===== config.mk =====
export PLATFORM = sky130hd
export DESIGN_NAME = axis_backlash_compensator
export DESIGN_NICKNAME = d
export VERILOG_FILES = /design/src/design/abc_pkg.sv /design/src/design/abc_axis.sv /design/src/design/axis_backlash_compensator.sv
export SDC_FILE = /design/constraint.sdc
export NUM_CORES = 2
export LEC_CHECK = 0
export BUFFER_PORTS_ARGS = -buffer_cell sky130_fd_sc_hd__buf_2
export CORE_UTILIZATION = 40
export DETAILED_ROUTE_END_ITERATION = 10
export PLACE_DENSITY = 0.64
export RECOVER_POWER = 100
export SYNTH_ARGS = -nofsm -noshare
export SYNTH_HDL_FRONTEND = slang
export SYNTH_HIERARCHICAL = 1
export SYNTH_SLANG_ARGS = --single-unit

===== constraint.sdc =====
create_clock -name clk -period 13.4 [get_ports clk]
set_input_delay 2.68 -clock clk [delete_from_list [all_inputs] [get_ports clk]]
set_output_delay 2.68 -clock clk [all_outputs]
set_load 0.01 [all_outputs]

===== src/design/abc_pkg.sv =====
`default_nettype none

package abc_pkg;

	localparam int AXES       = 3;
	localparam int POS_W      = 32;
	localparam int CFG_W      = 16;
	localparam int FEED_W     = 16;
	localparam int PROD_W     = 2 * CFG_W;
	localparam int LAG_W      = 27;
	localparam int AMT_W      = LAG_W + 1;
	localparam int SUM_W      = POS_W + 2;
	localparam int CFG_IDX_W  = 3;

	// floor(x / 60) = floor(floor(x / 4) / 15), and /15 is a multiply by ceil(2^35 / 15)
	localparam int DIV_SHIFT  = 35;
	localparam int DIV_IN_W   = PROD_W - 2;
	localparam int DIV_PROD_W = DIV_IN_W + 32;
	localparam logic [31:0] DIV15_MAGIC = 32'h8888_8889;

	localparam logic [CFG_IDX_W-1:0] REG_BACKLASH_X = 3'd0;
	localparam logic [CFG_IDX_W-1:0] REG_BACKLASH_Y = 3'd1;
	localparam logic [CFG_IDX_W-1:0] REG_BACKLASH_Z = 3'd2;
	localparam logic [CFG_IDX_W-1:0] REG_DELAY_X    = 3'd3;
	localparam logic [CFG_IDX_W-1:0] REG_DELAY_Y    = 3'd4;
	localparam logic [CFG_IDX_W-1:0] REG_DELAY_Z    = 3'd5;

	localparam logic signed [SUM_W-1:0] POS_MAX = SUM_W'(64'sd2147483647);
	localparam logic signed [SUM_W-1:0] POS_MIN = -SUM_W'(64'sd2147483648);

	typedef struct packed {
		logic adv;
		logic v_s3;
	} abc_ctl_t;

	function automatic logic signed [POS_W-1:0] sat_pos(input logic signed [SUM_W-1:0] v);
		logic signed [POS_W-1:0] r;
		if (v > POS_MAX) begin
			r = POS_MAX[POS_W-1:0];
		end else if (v < POS_MIN) begin
			r = POS_MIN[POS_W-1:0];
		end else begin
			r = v[POS_W-1:0];
		end
		return r;
	endfunction

endpackage

`default_nettype wire


===== src/design/abc_axis.sv =====
`default_nettype none

module abc_axis
	import abc_pkg::*;
(
	input  wire logic                     clk,
	input  wire logic                     arst_n,
	input  wire abc_ctl_t                 ctl,
	input  wire logic [FEED_W-1:0]        feed_s1,
	input  wire logic                     present_s1,
	input  wire logic signed [POS_W-1:0]  target_s1,
	input  wire logic [CFG_W-1:0]         backlash,
	input  wire logic [CFG_W-1:0]         delay,
	output logic                          res_present,
	output logic signed [POS_W-1:0]       res_value
);

	logic [PROD_W-1:0]        prod_s2;
	logic                     present_s2;
	logic signed [POS_W-1:0]  target_s2;
	logic [LAG_W-1:0]         lag_s3;
	logic                     present_s3;
	logic signed [POS_W-1:0]  target_s3;
	logic signed [POS_W-1:0]  last_q;

	logic [PROD_W-1:0]        prod;
	logic [DIV_PROD_W-1:0]    div_prod;
	logic [AMT_W-1:0]         amount;
	logic signed [SUM_W-1:0]  tgt_ext;
	logic signed [SUM_W-1:0]  amt_ext;
	logic signed [SUM_W-1:0]  sum;

	assign prod     = PROD_W'(feed_s1) * PROD_W'(delay);
	assign div_prod = DIV_PROD_W'(prod_s2[PROD_W-1:2]) * DIV_PROD_W'(DIV15_MAGIC);

	always_ff @(posedge clk) begin
		if (ctl.adv) begin
			prod_s2    <= prod;
			present_s2 <= present_s1;
			target_s2  <= target_s1;
			lag_s3     <= div_prod[DIV_SHIFT +: LAG_W];
			present_s3 <= present_s2;
			target_s3  <= target_s2;
		end
	end

	assign amount  = AMT_W'(backlash) + AMT_W'(lag_s3);
	assign tgt_ext = SUM_W'(target_s3);
	assign amt_ext = signed'(SUM_W'(amount));

	always_comb begin
		priority if (target_s3 > last_q) begin
			sum = tgt_ext + amt_ext;
		end else if (target_s3 < last_q) begin
			sum = tgt_ext - amt_ext;
		end else begin
			sum = tgt_ext;
		end
	end

	// last target follows the request as it leaves for the output register
	always_ff @(posedge clk or negedge arst_n) begin
		if (!arst_n) begin
			last_q <= '0;
		end else if (ctl.adv && ctl.v_s3 && present_s3) begin
			last_q <= target_s3;
		end
	end

	assign res_present = present_s3;
	assign res_value   = present_s3 ? sat_pos(sum) : '0;

endmodule

`default_nettype wire


===== src/design/axis_backlash_compensator.sv =====
// path: an accepted request passes the input, product and divide registers, then the output register
// throughput: one request per cycle; the pipeline stalls as a whole only while
// the output register holds a result that is not taken
// stages: input register, feed times delay product, divide by 60, compare and saturate
// reset: arst_n clears stage valid bits, last targets, feedrate and registers to zero
`default_nettype none

module axis_backlash_compensator
	import abc_pkg::*;
(
	input  wire logic                     clk,
	input  wire logic                     arst_n,

	input  wire logic                     cfg_valid,
	output logic                          cfg_ready,
	input  wire logic [CFG_IDX_W-1:0]     cfg_index,
	input  wire logic [CFG_W-1:0]         cfg_data,

	input  wire logic                     in_valid,
	output logic                          in_ready,
	input  wire logic                     x_present,
	input  wire logic signed [POS_W-1:0]  x_target,
	input  wire logic                     y_present,
	input  wire logic signed [POS_W-1:0]  y_target,
	input  wire logic                     z_present,
	input  wire logic signed [POS_W-1:0]  z_target,
	input  wire logic                     feed_present,
	input  wire logic [FEED_W-1:0]        feed_rate,

	output logic                          out_valid,
	input  wire logic                     out_ready,
	output logic                          x_out_valid,
	output logic signed [POS_W-1:0]       x_out,
	output logic                          y_out_valid,
	output logic signed [POS_W-1:0]       y_out,
	output logic                          z_out_valid,
	output logic signed [POS_W-1:0]       z_out
);

	logic [CFG_W-1:0]         backlash_q [AXES];
	logic [CFG_W-1:0]         delay_q    [AXES];
	logic [FEED_W-1:0]        feed_q;

	logic                     v_s1, v_s2, v_s3;
	logic [FEED_W-1:0]        feed_s1;
	logic                     present_s1 [AXES];
	logic signed [POS_W-1:0]  target_s1  [AXES];

	logic                     res_present [AXES];
	logic signed [POS_W-1:0]  res_value   [AXES];

	logic                     out_valid_q;
	logic                     present_q [AXES];
	logic signed [POS_W-1:0]  value_q   [AXES];

	logic                     adv;
	logic                     in_acc;
	logic [FEED_W-1:0]        feed_new;
	abc_ctl_t                 ctl;

	assign adv       = !out_valid_q || out_ready;
	assign in_ready  = adv;
	assign in_acc    = in_valid && adv;
	assign cfg_ready = 1'b1;
	assign feed_new  = feed_present ? feed_rate : feed_q;

	assign ctl.adv  = adv;
	assign ctl.v_s3 = v_s3;

	always_ff @(posedge clk or negedge arst_n) begin
		if (!arst_n) begin
			for (int i = 0; i < AXES; i++) begin
				backlash_q[i] <= '0;
				delay_q[i]    <= '0;
			end
		end else if (cfg_valid) begin
			unique case (cfg_index)
				REG_BACKLASH_X: backlash_q[0] <= cfg_data;
				REG_BACKLASH_Y: backlash_q[1] <= cfg_data;
				REG_BACKLASH_Z: backlash_q[2] <= cfg_data;
				REG_DELAY_X:    delay_q[0]    <= cfg_data;
				REG_DELAY_Y:    delay_q[1]    <= cfg_data;
				REG_DELAY_Z:    delay_q[2]    <= cfg_data;
				default: ;
			endcase
		end
	end

	// feedrate is settled per request at acceptance, so later stages see it in order
	always_ff @(posedge clk or negedge arst_n) begin
		if (!arst_n) begin
			feed_q <= '0;
		end else if (in_acc) begin
			feed_q <= feed_new;
		end
	end

	always_ff @(posedge clk or negedge arst_n) begin
		if (!arst_n) begin
			v_s1        <= 1'b0;
			v_s2        <= 1'b0;
			v_s3        <= 1'b0;
			out_valid_q <= 1'b0;
		end else if (adv) begin
			v_s1        <= in_valid;
			v_s2        <= v_s1;
			v_s3        <= v_s2;
			out_valid_q <= v_s3;
		end
	end

	always_ff @(posedge clk) begin
		if (adv) begin
			feed_s1       <= feed_new;
			present_s1[0] <= x_present;
			present_s1[1] <= y_present;
			present_s1[2] <= z_present;
			target_s1[0]  <= x_target;
			target_s1[1]  <= y_target;
			target_s1[2]  <= z_target;
			for (int i = 0; i < AXES; i++) begin
				present_q[i] <= res_present[i];
				value_q[i]   <= res_value[i];
			end
		end
	end

	for (genvar a = 0; a < AXES; a++) begin : g_axis
		abc_axis u_axis (
			.clk         (clk),
			.arst_n      (arst_n),
			.ctl         (ctl),
			.feed_s1     (feed_s1),
			.present_s1  (present_s1[a]),
			.target_s1   (target_s1[a]),
			.backlash    (backlash_q[a]),
			.delay       (delay_q[a]),
			.res_present (res_present[a]),
			.res_value   (res_value[a])
		);
	end

	assign out_valid   = out_valid_q;
	assign x_out_valid = present_q[0];
	assign x_out       = value_q[0];
	assign y_out_valid = present_q[1];
	assign y_out       = value_q[1];
	assign z_out_valid = present_q[2];
	assign z_out       = value_q[2];

endmodule

`default_nettype wire


==> results.py <==
metrics = {
    "min_path": {
        "min_to": "g_axis[2].u_axis/target_s3[12]$_DFFE_PP_",
        "hold_path_depth": 0,
        "hold_start": "g_axis[2].u_axis/target_s2[12]$_DFFE_PP_",
        "hold_path_class": "reg -> reg",
    },
    "die": {
        "die_area_um2": 226000,
        "die_h_um": 476,
        "start_util_pct": 40.3,
        "core.rowCount": 173,
        "coreArea_um2": 223000,
        "dieWidth_um": 476,
        "num_io_pins": 242,
    },
    "status": {
        "violations": "max-capacitance violations, max-slew violations",
        "status": "complete, but fails checks",
    },
    "cells_and_area": {
        "seqCellArea_um2": 22800,
        "fillers": 21400,
        "drive_above_1_share_pct": 6.41,
        "nets": 11300,
        "area_growth_pct": 7.74,
        "multi_input_area_um2": 60100,
    },
    "global_route": {
        "antenna_found_initial": 23,
        "first_global_vias": 65900,
        "grt_pass1_wl_um": 374000,
        "overflow": 0,
        "grt_usage_pct": 21.1,
        "grt_start_max_net_pins": 83,
    },
    "cts": {
        "cts_made_buffers": 92,
        "cts_sinks": 795,
        "clockBufferDepth": 3,
        "h-tree-depth": 3,
        "clk_pin_slew_ns": 0.06,
        "cts_setup_buffers": 0,
        "cts_hold_buf": 0,
        "cts_tree": "yes",
        "worst_skew_pair.late_latency_ns": 0.76,
        "clockRootBuffer": "clkbuf_16",
        "ctsResizeCount": 0,
    },
    "synth": {
        "synth_top_flop_cell": "edfxtp_1",
        "syn_area_per_cell_um2": 10.3,
        "syn_inst": 8715,
        "yosys-top-cells-area": "fa_1 (21%), edfxtp_1 (20%), ha_1 (19%)",
        "syn_area_um2": 89700,
        "synth_warnings": 6,
        "synth-async-reset-ratio_pct": 26.7,
        "syn_nets": 11200,
        "synth_common_cells": "inv_1 (1450), ha_1 (1368), fa_1 (936)",
        "synth-edff-count": 583,
        "synth-seq-cells": 795,
        "yosysTopAreaCellShare_pct": 20.9,
        "synth_most_common_cell": "inv_1",
        "synth_area_leader_cell": "fa_1",
        "synth_cell_types": 127,
        "ys_seq_area_share_pct": 25.4,
    },
    "critical_path": {
        "r2r_cells": 22,
        "r2r_slack_ns": 4.33,
        "r2r-start": "backlash_q[0]$_DFFE_PN0P_",
        "max_stage_delay_ns": 3.02,
        "crit_buf_inv": 4,
        "crit_family": "buffers and inverters",
        "cp_max_fo": 82,
        "cp_slowest_cell": "clkbuf_1",
        "setup.worst_path.start": "out_ready",
        "worstPathRequired_ns": 13.62,
        "path_common_cell": "clkbuf_1",
        "start_kind": "primary input",
        "r2r_end": "value_q[0][80]$_DFFE_PP_",
        "crit_type": "in -> reg",
        "critPathArrivalTime_ns": 9.69,
        "path_cells": "clkbuf_1 -> nor2b_1 -> clkinvlp_2 -> clkbuf_1 -> clkbuf_1",
        "critical_path.endpoint_type": "flop",
    },
    "route": {
        "post_drt_wl_per_cell_um": 20.0,
        "dr.pass1.iters": 7,
        "postRouteAntennaNets": 0,
        "vias": 64200,
        "vias_per_cell": 5.38,
        "drt_iter0_markers": 4602,
        "drc": 0,
        "wl_um": 239000,
    },
    "timing": {
        "setup_viol": 0,
        "report.final.slew_viol_count": 808,
        "setup_tns_ns": 0,
        "rsz0062_at_grt": "false",
        "skew_ns": 0.0556,
        "maxSlewHeadroom_pct": -176,
        "clock.fmax_ghz": 0.106,
        "fin_crit_ns": 9.47,
        "finalHoldViolations": 0,
        "worst_slew_pin_slew_ns": 4.14,
        "finalCritPeriodShare_pct": 70.7,
    },
    "place": {
        "place_congestion": 0.917,
        "dp_hpwl_um": 186000,
        "port_buffers": 240,
    },
    "run": {
        "max_cap_viol_count": 18,
    },
}
layout by cell type, fill, tap and decap left out, types with 52 or more instances in the layout:
cell type | netlist | layout
nor2_1 | 325 | 325
ha_1 | 1368 | 1368
and3_1 | 66 | 66
inv_1 | 1450 | 1450
buf_2 | 30 | 119
fa_1 | 936 | 936
edfxtp_1 | 583 | 583
o21ai_0 | 240 | 244
o211ai_1 | 57 | 57
xnor2_1 | 174 | 174
nand3_1 | 106 | 106
nand2_1 | 747 | 747
a21o_1 | 140 | 140
nor3_1 | 106 | 107
clkbuf_1 | 169 | 153
xor2_1 | 95 | 95
clkbuf_16 | 0 | 94
a31oi_1 | 59 | 58
nand4_1 | 55 | 55
mux2_2 | 182 | 178
nor2b_1 | 51 | 52
a21oi_1 | 437 | 438
and2_1 | 284 | 271
dfrtp_1 | 212 | 212
o21bai_1 | 60 | 60
cell type report:
type | count | area share, %
tap | 2975 | 3.85
inverter | 1453 | 5.64
multi-input combinational | 6223 | 62.1
sequential | 795 | 23.6
clock inverter | 61 | 0.741
clock buffer | 112 | 2.54
antenna | 23 | 0.0596
timing repair buffer | 292 | 1.42
cells by family after synthesis:
logic type	after synthesis	share of synthesized area, %
AND/OR/NAND/NOR	1942	10.5
multiplexers	225	2.86
buffers and inverters	1697	7.46
AO/OA/AOI/OAI	1482	11.2
flip-flops	795	25.4
other	1	0.00418
XOR/XNOR	269	2.63
adder cells (fa/ha/maj)	2304	40.0
worst register-to-register path, delay by kind of cell, from the launching register on:
kind	cells	cell delay [ns]
AO/OA/AOI/OAI	15	5.64
XOR/XNOR	1	0.17
adder cells (fa/ha/maj)	3	1.00
buffers and inverters	1	0.73
flip-flops	1	0.39
AND/OR/NAND/NOR	2	0.85
per-layer routing:
layer	vias to the layer above	track usage, %	wire length [um]
met5	-	0	38
met3	343	3.04	13400
met2	1773	34.3	110000
met1	32100	28.9	109000
met4	4	6.42	6760
li1	30000	-	-
through the flow:
stage	cells	setup slack, ns	hold WS (ns)	area, um2	utilization, %
floorplan	8715	1.71	0.400	89700	-
global placement	11700	6.10	0.400	93800	42.2
detailed placement	11700	5.98	0.405	93800	42.2
CTS	11900	5.96	0.389	97000	43.6
global route	11900	3.23	0.395	96600	43.4
finish	11900	3.93	0.394	96600	43.4
state kept, by name (all words and copies together) (netlist names), 48 cells and up:
name	cells
backlash_q	48
delay_q	48
g_axis.u_axis/lag_s3	81
g_axis.u_axis/last_q	96
g_axis.u_axis/prod_s2	90
g_axis.u_axis/target_s2	96
g_axis.u_axis/target_s3	96
target_s1	96
value_q	96
worst max path at each step:
stage,end,slack [ns],depth (start not counted)
final,g_axis[1].u_axis/target_s3[24]$_DFFE_PP_,3.93,5
after global routing,target_s1[0][51]$_DFFE_PP_,3.23,5
after CTS,g_axis[0].u_axis/prod_s2[28]$_DFFE_PP_,5.96,23
after detailed placement,g_axis[0].u_axis/prod_s2[28]$_DFFE_PP_,5.98,23
after global placement,g_axis[0].u_axis/prod_s2[28]$_DFFE_PP_,6.10,23
after floorplan,in_ready,1.71,2
Power is not shown: default switching activity piles up to over one toggle a cycle in this logic, so the estimate is an artifact.
